## src/rtl/lunp_pkg.sv

```systemverilog
// Shared widths, character codes and base settings for the number parser.
package lunp_pkg;

   localparam int CharWidth  = 8;
   localparam int BaseWidth  = 5;
   localparam int ValueBits  = 32;
   localparam int ValueWidth = ValueBits - 1;
   localparam int DigitWidth = 4;

   localparam logic [CharWidth-1:0] CharNul     = 8'h00;
   localparam logic [CharWidth-1:0] CharTab     = 8'h09;
   localparam logic [CharWidth-1:0] CharSpace   = 8'h20;
   localparam logic [CharWidth-1:0] CharMinus   = 8'h2D;
   localparam logic [CharWidth-1:0] CharZero    = 8'h30;
   localparam logic [CharWidth-1:0] CharSeven   = 8'h37;
   localparam logic [CharWidth-1:0] CharNine    = 8'h39;
   localparam logic [CharWidth-1:0] CharUpperA  = 8'h41;
   localparam logic [CharWidth-1:0] CharUpperF  = 8'h46;
   localparam logic [CharWidth-1:0] CharUpperX  = 8'h58;
   localparam logic [CharWidth-1:0] CharLowerA  = 8'h61;
   localparam logic [CharWidth-1:0] CharLowerF  = 8'h66;
   localparam logic [CharWidth-1:0] CharLowerX  = 8'h78;

   localparam logic [BaseWidth-1:0] BaseAuto    = 5'd0;
   localparam logic [BaseWidth-1:0] BaseOctal   = 5'd8;
   localparam logic [BaseWidth-1:0] BaseDecimal = 5'd10;
   localparam logic [BaseWidth-1:0] BaseHex     = 5'd16;

   localparam logic [BaseWidth-1:0] BaseReset   = BaseDecimal;

endpackage

```

## src/rtl/lunp_if.sv

```systemverilog
// Valid/ready channels carrying characters in and parse results out.
interface lunp_req_if;
   logic                           valid;
   logic                           ready;
   logic [lunp_pkg::CharWidth-1:0] character;

   modport source (output valid, output character, input ready);
   modport sink   (input valid, input character, output ready);
endinterface

interface lunp_rsp_if;
   logic                            valid;
   logic                            ready;
   logic                            success;
   logic [lunp_pkg::ValueWidth-1:0] number_value;

   modport source (output valid, output success, output number_value, input ready);
   modport sink   (input valid, input success, input number_value, output ready);
endinterface

```

## src/rtl/lenient_unsigned_number_parser.sv

```systemverilog
// Streaming ASCII integer parser with auto, octal, decimal and hex bases.
// A NUL waits in the input register for a free result slot, then its result
// is registered. One character per cycle unless a NUL stalls; the shift-add
// accumulator update (radix multiply plus digit) is one stage from the input
// register to the parse state; the result register frees the input side.
// Reset (synchronous, active high): empty pipeline, base 10, parse cleared.
module lenient_unsigned_number_parser (
   input  logic                              clock,
   input  logic                              reset,
   lunp_req_if.sink                          req_chan,
   lunp_rsp_if.source                        rsp_chan,
   input  logic                              csr_write_enable,
   input  logic [lunp_pkg::BaseWidth-1:0]    csr_write_data
);

   typedef enum logic [2:0] {
      PH_LEAD,
      PH_START,
      PH_ZERO,
      PH_FIRST,
      PH_DIGITS,
      PH_TRAIL,
      PH_FAIL
   } phase_type;

   typedef enum logic [1:0] {
      RADIX_DEC,
      RADIX_OCT,
      RADIX_HEX
   } radix_type;

   logic [lunp_pkg::BaseWidth-1:0]  base_ff;
   logic                            in_valid_ff;
   logic [lunp_pkg::CharWidth-1:0]  char_ff;
   phase_type                       phase_ff, phase_in;
   logic                            minus_ff, minus_in;
   radix_type                       radix_ff, radix_in;
   logic [lunp_pkg::ValueBits-1:0]  acc_ff, acc_in;
   logic                            out_valid_ff;
   logic                            success_ff, success_in;
   logic [lunp_pkg::ValueWidth-1:0] value_ff, value_in;

   logic                            is_nul;
   logic                            is_blank;
   logic                            in_advance;
   logic                            nul_fire;
   logic                            out_free;
   logic                            start_step;
   logic                            do_digit;
   logic                            first_req;
   logic                            digit_ok;
   logic [lunp_pkg::DigitWidth-1:0] digit_val;
   logic [lunp_pkg::ValueBits-1:0]  acc_scaled;
   logic [lunp_pkg::ValueBits-1:0]  final_val;
   logic                            ok;

   assign is_nul     = (char_ff == lunp_pkg::CharNul);
   assign is_blank   = (char_ff == lunp_pkg::CharSpace) || (char_ff == lunp_pkg::CharTab);
   assign out_free   = !out_valid_ff || rsp_chan.ready;
   // a NUL needs the result slot; other characters only touch parse state
   assign in_advance = in_valid_ff && (!is_nul || out_free);
   assign nul_fire   = in_advance && is_nul;

   assign req_chan.ready        = !in_valid_ff || in_advance;
   assign rsp_chan.valid        = out_valid_ff;
   assign rsp_chan.success      = success_ff;
   assign rsp_chan.number_value = value_ff;

   // next parse state for a non-NUL character
   always_comb begin
      phase_in   = phase_ff;
      minus_in   = minus_ff;
      radix_in   = radix_ff;
      acc_in     = acc_ff;
      start_step = 1'b0;
      do_digit   = 1'b0;
      first_req  = 1'b0;
      digit_ok   = 1'b0;
      digit_val  = '0;
      acc_scaled = '0;

      unique case (phase_ff)
         PH_LEAD: begin
            if (is_blank) begin
               phase_in = PH_LEAD;
            end else if (char_ff == lunp_pkg::CharMinus) begin
               minus_in = 1'b1;
               phase_in = PH_START;
            end else begin
               start_step = 1'b1;
            end
         end
         PH_START: begin
            start_step = 1'b1;
         end
         PH_ZERO: begin
            if (char_ff == lunp_pkg::CharLowerX || char_ff == lunp_pkg::CharUpperX) begin
               radix_in = RADIX_HEX;
               phase_in = PH_FIRST;
            end else if (radix_ff == RADIX_OCT) begin
               // the leading 0 adds nothing to a zero accumulator
               do_digit = 1'b1;
            end else begin
               phase_in = PH_FAIL;
            end
         end
         PH_FIRST: begin
            do_digit  = 1'b1;
            first_req = 1'b1;
         end
         PH_DIGITS: begin
            do_digit = 1'b1;
         end
         PH_TRAIL: begin
            if (!is_blank) begin
               phase_in = PH_FAIL;
            end
         end
         default: begin
            phase_in = PH_FAIL;
         end
      endcase

      // radix choice on the first character after blanks and sign
      if (start_step) begin
         if (char_ff == lunp_pkg::CharZero &&
             (base_ff == lunp_pkg::BaseAuto || base_ff == lunp_pkg::BaseHex)) begin
            radix_in = (base_ff == lunp_pkg::BaseAuto) ? RADIX_OCT : RADIX_HEX;
            phase_in = PH_ZERO;
         end else if (char_ff == lunp_pkg::CharZero && base_ff == lunp_pkg::BaseOctal) begin
            radix_in  = RADIX_OCT;
            do_digit  = 1'b1;
            first_req = 1'b1;
         end else if (base_ff == lunp_pkg::BaseDecimal || base_ff == lunp_pkg::BaseAuto) begin
            radix_in  = RADIX_DEC;
            do_digit  = 1'b1;
            first_req = 1'b1;
         end else begin
            phase_in = PH_FAIL;
         end
      end

      // digit decode in the radix now in use
      priority if (char_ff >= lunp_pkg::CharZero && char_ff <= lunp_pkg::CharSeven) begin
         digit_ok  = 1'b1;
         digit_val = lunp_pkg::DigitWidth'(char_ff - lunp_pkg::CharZero);
      end else if (char_ff >= lunp_pkg::CharZero && char_ff <= lunp_pkg::CharNine) begin
         digit_ok  = (radix_in != RADIX_OCT);
         digit_val = lunp_pkg::DigitWidth'(char_ff - lunp_pkg::CharZero);
      end else if (char_ff >= lunp_pkg::CharLowerA && char_ff <= lunp_pkg::CharLowerF) begin
         digit_ok  = (radix_in == RADIX_HEX);
         digit_val = lunp_pkg::DigitWidth'(char_ff - lunp_pkg::CharLowerA + 8'd10);
      end else if (char_ff >= lunp_pkg::CharUpperA && char_ff <= lunp_pkg::CharUpperF) begin
         digit_ok  = (radix_in == RADIX_HEX);
         digit_val = lunp_pkg::DigitWidth'(char_ff - lunp_pkg::CharUpperA + 8'd10);
      end else begin
         digit_ok  = 1'b0;
      end

      unique case (radix_in)
         RADIX_OCT: acc_scaled = acc_ff << 3;
         RADIX_HEX: acc_scaled = acc_ff << 4;
         default:   acc_scaled = (acc_ff << 3) + (acc_ff << 1);
      endcase

      if (do_digit) begin
         if (!first_req && is_blank) begin
            phase_in = PH_TRAIL;
         end else if (!digit_ok) begin
            phase_in = PH_FAIL;
         end else begin
            acc_in   = acc_scaled + lunp_pkg::ValueBits'(digit_val);
            phase_in = PH_DIGITS;
         end
      end
   end

   // result for a NUL
   always_comb begin
      if (phase_ff == PH_ZERO) begin
         ok = (radix_ff == RADIX_OCT);
      end else begin
         ok = (phase_ff == PH_DIGITS) || (phase_ff == PH_TRAIL);
      end
      final_val  = minus_ff ? (~acc_ff + 1'b1) : acc_ff;
      success_in = ok && !final_val[lunp_pkg::ValueBits-1];
      value_in   = success_in ? final_val[lunp_pkg::ValueWidth-1:0] : '0;
   end

   always_ff @(posedge clock) begin
      if (reset) begin
         base_ff      <= lunp_pkg::BaseReset;
         in_valid_ff  <= 1'b0;
         out_valid_ff <= 1'b0;
         phase_ff     <= PH_LEAD;
         minus_ff     <= 1'b0;
         radix_ff     <= RADIX_DEC;
         acc_ff       <= '0;
      end else begin
         if (csr_write_enable) begin
            base_ff <= csr_write_data;
         end
         if (req_chan.ready) begin
            in_valid_ff <= req_chan.valid;
         end
         if (nul_fire) begin
            out_valid_ff <= 1'b1;
            success_ff   <= success_in;
            value_ff     <= value_in;
         end else if (rsp_chan.ready) begin
            out_valid_ff <= 1'b0;
         end
         if (nul_fire) begin
            phase_ff <= PH_LEAD;
            minus_ff <= 1'b0;
            radix_ff <= RADIX_DEC;
            acc_ff   <= '0;
         end else if (in_advance) begin
            phase_ff <= phase_in;
            minus_ff <= minus_in;
            radix_ff <= radix_in;
            acc_ff   <= acc_in;
         end
      end
   end

   always_ff @(posedge clock) begin
      if (req_chan.ready && req_chan.valid) begin
         char_ff <= req_chan.character;
      end
   end

   a_result_from_nul: assert property (@(posedge clock) disable iff (reset)
      $rose(out_valid_ff) |-> $past(nul_fire))
      else $error("result appeared without a NUL transfer");

   a_clear_after_nul: assert property (@(posedge clock) disable iff (reset)
      nul_fire |=> (phase_ff == PH_LEAD) && (acc_ff == '0) && !minus_ff)
      else $error("parse state not cleared after NUL");

   a_fail_value_zero: assert property (@(posedge clock) disable iff (reset)
      out_valid_ff && !success_ff |-> (value_ff == '0))
      else $error("failed result carries a nonzero value");

   a_lead_is_clean: assert property (@(posedge clock) disable iff (reset)
      (phase_ff == PH_LEAD) |-> (acc_ff == '0) && !minus_ff && (radix_ff == RADIX_DEC))
      else $error("leading blank phase holds stale parse state");

endmodule
```

## src/flat_wrapper.sv

```systemverilog
// flat-port wrapper written by rule: the top's interface ports become plain ports
module lenient_unsigned_number_parser_flat 
  (clock, reset, csr_write_enable, csr_write_data, req_chan_valid, req_chan_character, req_chan_ready, rsp_chan_valid, rsp_chan_success, rsp_chan_number_value, rsp_chan_ready);
  lunp_req_if req_chan_i ();
  lunp_rsp_if rsp_chan_i ();
  input  logic clock;
  input  logic reset;
  input  logic csr_write_enable;
  input  logic [lunp_pkg::BaseWidth-1:0] csr_write_data;
  input wire logic [$bits(req_chan_i.valid)-1:0] req_chan_valid;
  input wire logic [$bits(req_chan_i.character)-1:0] req_chan_character;
  output wire logic [$bits(req_chan_i.ready)-1:0] req_chan_ready;
  output wire logic [$bits(rsp_chan_i.valid)-1:0] rsp_chan_valid;
  output wire logic [$bits(rsp_chan_i.success)-1:0] rsp_chan_success;
  output wire logic [$bits(rsp_chan_i.number_value)-1:0] rsp_chan_number_value;
  input wire logic [$bits(rsp_chan_i.ready)-1:0] rsp_chan_ready;
  assign req_chan_i.valid = req_chan_valid;
  assign req_chan_i.character = req_chan_character;
  assign req_chan_ready = req_chan_i.ready;
  assign rsp_chan_valid = rsp_chan_i.valid;
  assign rsp_chan_success = rsp_chan_i.success;
  assign rsp_chan_number_value = rsp_chan_i.number_value;
  assign rsp_chan_i.ready = rsp_chan_ready;
  lenient_unsigned_number_parser u_core (.clock(clock), .reset(reset), .req_chan(req_chan_i), .rsp_chan(rsp_chan_i), .csr_write_enable(csr_write_enable), .csr_write_data(csr_write_data));
endmodule
```

## config.mk

```make
export PLATFORM = sky130hd
export DESIGN_NAME = lenient_unsigned_number_parser_flat
export DESIGN_NICKNAME = d
export VERILOG_FILES = /design/src/rtl/lunp_pkg.sv /design/src/rtl/lunp_if.sv /design/src/rtl/lenient_unsigned_number_parser.sv /design/src/flat_wrapper.sv
export SDC_FILE = /design/constraint.sdc
export NUM_CORES = 1
export LEC_CHECK = 0
export ABC_AREA = 1
export BUFFER_PORTS_ARGS = -buffer_cell sky130_fd_sc_hd__buf_2
export CAP_MARGIN = 20
export CORE_MARGIN = 5
export CORE_UTILIZATION = 50
export CTS_CLUSTER_DIAMETER = 150
export DETAILED_ROUTE_END_ITERATION = 16
export PLACE_DENSITY_LB_ADDON = 0.3
export SETUP_SLACK_MARGIN = 0.1
export SYNTH_ARGS = -nofsm -noshare
export SYNTH_HDL_FRONTEND = slang
export SYNTH_SLANG_ARGS = --single-unit
```

## constraint.sdc

```tcl
create_clock -name clock -period 6.6 [get_ports clock]
set_input_delay 0.33 -clock clock [delete_from_list [all_inputs] [get_ports clock]]
set_output_delay 0.33 -clock clock [all_outputs]
set_load 0.005 [all_outputs]
```

## Word-level counts from Yosys, hierarchy flattened

Cells that the tools add are included.

| operators by class | value |
|---|---|
| add/sub/neg operators | 8 |
| $mul | 0 |
| divide/modulo/power cells | 0 |
| order comparisons | 7 |
| eq/ne operators | 18 |
| shift operators | 0 |
| mux-type cells | 48 |
| bitwise gates (word level) | 4 |
| reductions and logical operators | 34 |

Operators with widths:

| cell | count |
|---|---|
| one-hot mux 32 bit (2 select lines) | 1 |
| two-way mux 3 bit | 11 |
| adder 32 x 1 -> 32 bit (second input constant) | 1 |
| adder 32 bit | 1 |
| adder 32 x 4 -> 32 bit | 1 |
| two-way mux 32 bit | 1 |
| inverter 32 bit | 1 |
| == test 8 x 6 -> 1 bit (second input constant) | 3 |
| two-way mux 1 bit | 20 |
| == test 8 x 7 -> 1 bit (second input constant) | 2 |
| >= comparator 8 x 7 -> 1 bit (second input constant) | 2 |
| <= comparator 8 x 6 -> 1 bit (second input constant) | 2 |
| <= comparator 8 x 7 -> 1 bit (second input constant) | 2 |
| two-way mux 2 bit | 8 |
| two-way mux 4 bit | 4 |
| one-hot mux 3 bit (4 select lines) | 1 |
| subtractor 4 x 1 -> 4 bit (second input constant) | 3 |
| logical AND 1 bit | 11 |
| == test 5 x 4 -> 1 bit (second input constant) | 2 |
| adder 4 bit (second input constant) | 2 |
| == test 8 x 4 -> 1 bit (second input constant) | 1 |
| >= comparator 8 x 6 -> 1 bit (second input constant) | 1 |
| logical NOT 8 bit | 1 |
| logical OR 1 bit | 8 |
| other kinds (17) | 29 |

| storage, ports and cells | value |
|---|---|
| register bits | 85 |
| bits in latches | 0 |
| bits in writable memories | 0 |
| memory bits (read-only) | 0 |
| memories | 0 |

## Logic depth before layout (Yosys ltp)

Gate-level depths: netlist of the first run.

| depth | value |
|---|---|
| word-level depth | 16 |
| mapped depth | 36 |

## Least setup slack after synthesis of the first run

No wires, ideal clock.

| path | value |
|---|---|
| path type | reg2reg |
| from | register u_core.char_ff[0] (netlist name) |
| to | register u_core.acc_ff[24] (netlist name) |
| arrival | 4.574 ns |
| path slack | 1.913 ns |
| cell stages (with the launch flop) | 34 |
| cell sequence | edfxtp_1 -> inv_1 -> ha_1 -> inv_1 -> nor4_1 -> nand2_1 -> nand2_1 -> nor2_1 -> nor2_1 -> nor2_1 -> o21ai_0 -> o21ai_0 -> inv_1 -> ha_1 -> buf_2 -> buf_2 -> buf_1 -> o31ai_1 -> ha_1 -> nand3_1 -> nand2_1 -> nand2_2 -> nor2_2 -> nand3_2 -> nor2_4 -> nand2_4 -> nor2_8 -> nand3_4 -> nor2_8 -> nand2_2 -> nand2_1 -> nand2_1 -> o21ai_1 -> inv_1 |

| on the way | value |
|---|---|
| word-level cells in the longest chain between the ends | 14 |
| elaborated cells on any way between the ends | 67 |
| those cells by class | add/sub: 6; order compare: 7; eq/ne: 9; mux: 27; bitwise: 1; reduce/logical: 17 |

RTL lines:

| element | line | source |
|---|---|---|
| from (decl) | lenient_unsigned_number_parser.sv:34 | `logic [lunp_pkg::CharWidth-1:0] char_ff;` |
| from (signal assigned) | lenient_unsigned_number_parser.sv:229 | `char_ff <= req_chan.character;` |
| == test 8 x 7 -> 1 bit | lenient_unsigned_number_parser.sv:97 | `if (char_ff == lunp_pkg::CharLowerX \|\| char_ff == lunp_pkg::CharUpperX) begin` |
| logical OR 1 bit | lenient_unsigned_number_parser.sv:97 |  |
| two-way mux 2 bit | lenient_unsigned_number_parser.sv:97 |  |
| two-way mux 2 bit | lenient_unsigned_number_parser.sv:82 | `unique case (phase_ff)` |
| two-way mux 2 bit | lenient_unsigned_number_parser.sv:134 | `end else if (base_ff == lunp_pkg::BaseDecimal \|\| base_ff == lunp_pkg::BaseAuto) begin` |
| two-way mux 2 bit | lenient_unsigned_number_parser.sv:130 | `end else if (char_ff == lunp_pkg::CharZero && base_ff == lunp_pkg::BaseOctal) begin` |
| two-way mux 2 bit | lenient_unsigned_number_parser.sv:126 | `if (char_ff == lunp_pkg::CharZero &&` |
| two-way mux 2 bit (*) | lenient_unsigned_number_parser.sv:125 | `if (start_step) begin` |
| via u_core.radix_in[0] | lenient_unsigned_number_parser.sv:37 | `radix_type radix_ff, radix_in;` |
| parallel branches: the longest is 6 deep, another holds adder 32 x 4 -> 32 bit | -- |  |
| to (signal assigned) | lenient_unsigned_number_parser.sv:222 | `acc_ff <= acc_in;` |
| to (decl) | lenient_unsigned_number_parser.sv:38 | `logic [lunp_pkg::ValueBits-1:0] acc_ff, acc_in;` |

Mark *: on every way through the listed nets, which the timed path passes.
A chain may end at the register's enable or synchronous reset.

## Worst setup path after layout of the first run

Ends and elaborated chain as after synthesis.

==> results of run 1 <==
==> power groups by stage <==
stage | sequential (mW) | combinational (mW) | clock (mW)
floorplan | 0.578 | 0.162 | 0
global placement | 0.582 | 0.208 | 0
detailed placement | 0.582 | 0.210 | 0
CTS | 0.570 | 0.211 | 0.520
global route | 0.572 | 0.237 | 0.546
finish | 0.570 | 0.214 | 0.517
==> final timing paths <==
kind | start | end | slack [ns] | cells past startpoint
max reg2reg | u_core.char_ff[0] | u_core.acc_ff[24] | 1.52 | 30
max | u_core.char_ff[0] | u_core.acc_ff[24] | 1.52 | 30
min reg2reg | u_core.base_ff[2] | u_core.base_ff[2] | 0.49 | 2
min | req_chan_character[6] | u_core.char_ff[6] | 0.16 | 1
==> sequential cells by signal, indices dropped and copies added (netlist names) <==
name,flops
u_core.acc_ff,32
u_core.base_ff,5
u_core.char_ff,8
u_core.in_valid_ff,1
u_core.minus_ff,1
u_core.phase_ff,3
u_core.radix_ff,2
u_core.rsp_chan.number_value,31
u_core.rsp_chan.success,1
u_core.rsp_chan.valid,1
==> cells by family (layout without fill, tap and decap cells) <==
logic type                 after synthesis  in the layout
DFF                                     85             85
xor gates and xnor gates                45             45
adders and majority gates               41             41
buffers and inverters                  257            300
and+or+nand+nor                        654            654
AOI/OAI and AO/OA                      176            176
==> layout make-up <==
class                      count  area share, %
sequential                    85           24.1
multi-input combinational    916           56.2
timing repair buffer          54           3.19
clock buffer                  10           2.74
inverter                     230           9.91
clock inverter                 6          0.718
tap                          216           3.10
==> metrics by stage <==
stage,worst slack [ns],instances
after floorplan,1.91,1258
after global placement,1.81,1501
after detailed placement,1.60,1501
after CTS,1.54,1517
after global routing,0.928,1517
final,1.52,1517
==> worst max-delay path: cells and delay by family, from the launching register on <==
| family | cells | cell delay [ns] |
|---|---|---|
| compound gates | 4 | 0.54 |
| buf+inv | 4 | 0.68 |
| simple gates | 19 | 2.39 |
| flops | 1 | 0.47 |
| fa+ha+maj | 3 | 0.89 |
==> routing by layer <==
metal	vias to the layer above	wire length [µm]
li1	4125	-
met1	3643	9740
met2	272	10100
met3	67	1240
met4	0	978
met5	-	0
==> placed cells by master (no fill, tap or decap), drive strengths merged <==
master / Yosys / routed
dfxtp: 45 / 45
o22ai: 15 / 15
clkinv: 2 / 6
nor3: 14 / 14
inv: 228 / 228
o21bai: 1 / 1
ha: 39 / 39
o2111ai: 1 / 1
clkbuf: 7 / 10
nand2: 364 / 364
o221ai: 9 / 9
and3: 1 / 1
clkinvlp: 0 / 1
o21ai: 60 / 60
a311oi: 1 / 1
nor4: 4 / 4
a31oi: 5 / 5
a221oi: 1 / 1
nand4: 27 / 27
and2: 1 / 1
bufinv: 0 / 1
xor2: 38 / 38
o211ai: 1 / 1
o32ai: 1 / 1
fa: 2 / 2
xnor2: 7 / 7
or2: 1 / 1
o31ai: 2 / 2
nor2: 142 / 142
nand3: 98 / 98
nand3b: 2 / 2
a211o: 1 / 1
buf: 20 / 54
a211oi: 1 / 1
a21oi: 77 / 77
edfxtp: 40 / 40
==> PnR_summary.wiki, run 1 <==
{| class="wikitable"
! Metric !! Value
|-
| Critical path peak fanout || 26
|-
| Area share of and/or/nand/nor cells after synthesis || 37.1%
|-
| GRT met1 Usage || 31.5%
|-
| Fillers || 1549
|-
| Std-Cell Rows || 46
|-
| Areal power density over the cells || 149 nW/µm²
|-
| Kind of capture point of the worst setup path || register
|-
| Synth Warn # || 0
|-
| Post-cts hold buffer count || 0
|-
| Transition time at the pin with the least slew margin || 0.881 ns
|-
| Antenna-violating nets left || 0
|-
| Antenna diodes || 0
|-
| Count of flip-flops with a built-in enable after synthesis || 40
|-
| TritonCTS buffer count || 9
|-
| All-Layer GR Usage || 23.7%
|-
| Last weighted congestion value of the routability-driven placer || 0.953
|-
| Synthesized area per cell || 6.37 µm²
|-
| Register bit count reported by yosys || 85
|-
| Clock tree from TritonCTS || yes
|-
| Die Span Y || 137 µm
|-
| Met3 track demand over resource in global routing || 2.76%
|-
| Area fraction of the dominant cell type after synthesis || 16.1%
|-
| Setup Viol. Count Final || 0
|-
| Max Transition Viols Final || 0
|-
| Number of global-route vias before repair || 7275
|-
| Fmax achieved || 197 MHz
|-
| Number of placed I/O pins || 52
|-
| Final critical path time including I/O delays and setup || 5.08 ns
|-
| Maximum vdd drop || 0.138 mV
|-
| Fraction of final layout cells sized beyond drive strength 1 || 11.8%
|-
| Dpl hpwl || 17100 µm
|-
| Asr flop ratio synth || 0%
|-
| Post-synth net total || 1317
|-
| Cell types occupying the most area after synthesis || sky130_fd_sc_hd__nand2_1 (16%), sky130_fd_sc_hd__edfxtp_1 (15%), sky130_fd_sc_hd__dfxtp_1 (11%)
|-
| First-pass GRT wire length || 35400 µm
|-
| Fin area || 8710 µm²
|-
| Internal Power || 0.922 mW
|-
| Pleak || 4.28 nW
|-
| Switching component of the power || 0.379 mW
|-
| Ys flop type || sky130_fd_sc_hd__dfxtp_1
|-
| Combined area of the multi-input logic cells || 4900 µm²
|-
| Maximum number of pins on one net before global-route repair || 46
|-
| TNS Setup || 0 ns
|-
| Critical Path Max Stage Delay || 0.56 ns
|-
| Initial antenna violation count || 0
|-
| Initial core utilization || 50.6%
|-
| Post-synthesis cell type count || 53
|-
| Die Footprint || 18700 µm²
|-
| Max transition margin || 41.1%
|-
| Element type at the critical path start || register
|-
| Quantity of I/O buffers inserted on ports || 51
|-
| Depth of the CTS H-tree || 3
|-
| Met2 capacity usage during global routing || 38.8%
|-
| Clock root cell || sky130_fd_sc_hd__clkbuf_16
|-
| Slowest CP cell || sky130_fd_sc_hd__nor4_1
|-
| Clock-pin transition on the worst setup and hold timing paths || 0.06 ns
|-
| Most area-hungry cell type in the Yosys netlist || sky130_fd_sc_hd__nand2_1
|-
| Total Power Consumption || 1.30 mW
|-
| Area of all sequential standard cells || 2100 µm²
|-
| Area of the placeable core || 15800 µm²
|-
| Length of the first detailed-routing pass in iterations || 5
|-
| CTS sink count || 85
|-
| Worst-case clock skew || 0.00955 ns
|-
| Total vias in the final route || 8107
|-
| Period Utilization, post-route || 76.9%
|-
| Unrepaired setup endpoints after global routing || false
|-
| Grt peak-use layer || met2
|-
| Synthesized-area fraction occupied by ao, oa, aoi and oai cells || 12.5%
|-
| Combinational share of power || 16.4%
|-
| Sequential fraction of the synthesis area || 26.2%
|-
| Most numerous cell in the Yosys netlist || sky130_fd_sc_hd__nand2_1
|-
| Proportion of synthesized area in mux cells || 0%
|-
| Setup bufs post-CTS || 0
|-
| Cells resized by post-CTS repair || 0
|-
| Clock latency on the worst-skew pair || 0.35 ns
|-
| Maximum buffer depth of the clock tree || 2
|-
| Max cap viols || 0
|-
| Switching Fraction || 29.1%
|-
| Drt via density || 5.34
|-
| Cell types with the highest counts after synthesis || sky130_fd_sc_hd__nand2_1 (344), sky130_fd_sc_hd__inv_1 (207), sky130_fd_sc_hd__nor2_1 (121), sky130_fd_sc_hd__nand3_1 (88), sky130_fd_sc_hd__a21oi_1 (72)
|-
| Post-Route WL || 22000 µm
|-
| Number of remaining DRC errors || 0
|-
| # nets final || 1355
|-
| Number of instances in the synthesized netlist || 1258
|-
| Count of endpoints failing hold in the final timing report || 0
|-
| Total overflow reported by the global router || 0
|-
| Final Core Density || 55.0%
|-
| Most prevalent standard cell on the critical path || sky130_fd_sc_hd__nand2_1
|-
| CP Data Arrival Time || 5.32 ns
|-
| Horizontal extent of the die || 137 µm
|-
| Seq pwr share || 43.8%
|-
| Hold Path Class || input pin to register
|-
| Result of the run || completed
|-
| Dominant combinational cell family by area after synthesis || simple AND/OR/NAND/NOR gates
|-
| WL/cell || 14.5 µm
|-
| Syn-to-layout area delta || 8.76%
|-
| Xor and xnor area share after synthesis || 4.92%
|-
| DR iter-0 viols || 632
|-
| Required time reported for the critical path endpoint || 6.84 ns
|-
| Arithmetic-cell share of the synthesized area counting full adders, half adders and majority gates || 6.59%
|-
| WS Path Type || register to register
|-
| Total cell area at the placement stage || 8410 µm²
|-
| Minimum hold slack || 0.159 ns
|-
| Part of the total power dissipated in the clock network || 39.7%
|-
| Area of the mapped netlist || 8010 µm²
|}
(Power assumes the default switching activity.)
==> run 2, diff against run 1 <==
Clock period 6.6 ns to 5.2 ns, I/O delays scaled along.
==> PnR_summary.wiki, run 2 (synthesized netlist as in run 1, its figures left out) <==
{| class="wikitable"
! Metric !! Value
|-
| Cells resized by post-CTS repair || 0
|-
| Critical path peak fanout || 8
|-
| All-Layer GR Usage || 23.9%
|-
| Initial core utilization || 50.6%
|-
| TNS Setup || 0 ns
|-
| Total vias in the final route || 8046
|-
| Antenna-violating nets left || 0
|-
| Number of placed I/O pins || 52
|-
| Post-cts hold buffer count || 0
|-
| Fillers || 1567
|-
| Area of the placeable core || 15800 µm²
|-
| Number of remaining DRC errors || 0
|-
| Quantity of I/O buffers inserted on ports || 51
|-
| Element type at the critical path start || register
|-
| WS Path Type || register to register
|-
| Depth of the CTS H-tree || 3
|-
| Count of endpoints failing hold in the final timing report || 0
|-
| Required time reported for the critical path endpoint || 5.44 ns
|-
| Leading cell types in the layout, fill and taps excluded || sky130_fd_sc_hd__nand2_1 (344), sky130_fd_sc_hd__inv_1 (207), sky130_fd_sc_hd__nor2_1 (120)
|-
| Clock-pin transition on the worst setup and hold timing paths || 0.07 ns
|-
| Setup Viol. Count Final || 0
|-
| Most prevalent standard cell on the critical path || sky130_fd_sc_hd__nand2_1
|-
| Post-Place Cells || 1504
|-
| Pleak || 4.30 nW
|-
| Fraction of final layout cells sized beyond drive strength 1 || 12.3%
|-
| Maximum vdd drop || 0.158 mV
|-
| DR iter-0 viols || 668
|-
| Areal power density over the cells || 187 nW/µm²
|-
| Maximum number of pins on one net before global-route repair || 45
|-
| Final Core Density || 55.2%
|-
| Horizontal extent of the die || 137 µm
|-
| Setup ws final || 0.606 ns
|-
| Most frequent standard cell in the layout excluding fill and tap cells || sky130_fd_sc_hd__nand2_1
|-
| Length of the first detailed-routing pass in iterations || 5
|-
| Kind of capture point of the worst setup path || register
|-
| WL met1 || 9510 µm
|-
| Result of the run || completed
|-
| Slowest CP cell || sky130_fd_sc_hd__edfxtp_1
|-
| Count of cells along the worst register-to-register path || 31
|-
| Hold path cells || 1
|-
| WL/cell || 14.4 µm
|-
| Drt via density || 5.29
|-
| Worst-case clock skew || 0.00679 ns
|-
| CP Data Arrival Time || 4.84 ns
|-
| Transition time at the pin with the least slew margin || 0.894 ns
|-
| Maximum buffer depth of the clock tree || 2
|-
| Clock root cell || sky130_fd_sc_hd__clkbuf_16
|-
| Final standard cell count with taps included and fillers excluded || 1520
|-
| Std-Cell Rows || 46
|-
| Clock latency on the worst-skew pair || 0.34 ns
|-
| Reg with most FFs || u_core.acc_ff
|-
| Total overflow reported by the global router || 0
|-
| Fmax achieved || 218 MHz
|-
| Post-Route WL || 21800 µm
|-
| First-pass GRT wire length || 35500 µm
|-
| Setup bufs post-CTS || 0
|-
| Initial antenna violation count || 0
|-
| Last weighted congestion value of the routability-driven placer || 0.970
|-
| Clock tree from TritonCTS || yes
|-
| Number of flip-flops under the largest register name || 32
|-
| CTS sink count || 85
|-
| Antenna diodes || 0
|-
| # nets final || 1358
|-
| Syn-to-layout area delta || 9.09%
|-
| Max cap viols || 0
|-
| Uppermost metal layer occupied by signal nets || met4
|-
| Die Footprint || 18700 µm²
|-
| Critical Path Max Stage Delay || 0.47 ns
|-
| Period Utilization, post-route || 88.3%
|-
| Max Transition Viols Final || 0
|-
| Wire length on met3 || 1220 µm
|-
| Unrepaired setup endpoints after global routing || false
|-
| Placement-stage worst setup slack || 0.470 ns
|-
| Setup slack on the worst flop-to-flop path || 0.61 ns
|-
| Dpl hpwl || 17200 µm
|-
| Met2 WL || 10200 µm
|-
| Die Span Y || 137 µm
|-
| Max transition margin || 40.3%
|-
| Hold Path Class || input pin to register
|-
| Final critical path time including I/O delays and setup || 4.59 ns
|-
| TritonCTS buffer count || 9
|-
| Number of global-route vias before repair || 7292
|-
| Minimum hold slack || 0.0852 ns
|}
[run 2: cell count changes in the layout (fill, tap and decap cells not counted), sizes merged]
cell	previous run	this run
clkbuf	10	11
buf	54	57
inv	228	229
bufinv	1	0
clkinv	6	5
[run 2: routing by layer]
metal / up-vias / GRT usage (%)
met5: - / 0
met4: 0 / 10.6
met3: 58 / 3.24
met2: 281 / 40.3
met1: 3588 / 30.4
li1: 4119 / -
[run 2: worst paths after layout]
check                                           start                 to
worst max-delay path                u_core.char_ff[0]  u_core.acc_ff[24]
worst min register to register      u_core.base_ff[0]  u_core.base_ff[0]
worst min-delay path            req_chan_character[5]  u_core.char_ff[5]
worst max register to register      u_core.char_ff[0]  u_core.acc_ff[24]
[run 2: where the power goes]
group,internal (mW),switching [mW]
combinational,0.0807,0.195
sequential,0.709,0.0150
clock,0.354,0.277
total,1.14,0.486
[run 2: worst max-delay path: cells and delay by family (launching register included)]
kind | cells | cell delay (ns)
and+or+nand+nor | 20 | 2.36
buffers and inverters | 4 | 0.39
adders and majority gates | 3 | 0.81
AOI/OAI and AO/OA | 4 | 0.46
DFF | 1 | 0.47
[run 2: metrics by stage]
step           area [µm²]  power, mW
4_1_cts              8730       1.63
2_1_floorplan        8010      0.940
5_1_grt              8740       1.70
3_5_place_dp         8430       1.01
6_report             8740       1.63
3_3_place_gp         8430       1.00
[run 2: layout make-up]
cell class | instances | area (µm²) | share of cell area, %
Timing Repair Buffer | 57 | 300 | 3.44
Multi-Input combinational cell | 916 | 4910 | 56.2
Sequential cell | 85 | 2100 | 24.1
Inverter | 230 | 863 | 9.88
Clock inverter | 5 | 42.5 | 0.487
Tap cell | 216 | 270 | 3.09
Clock buffer | 11 | 253 | 2.89
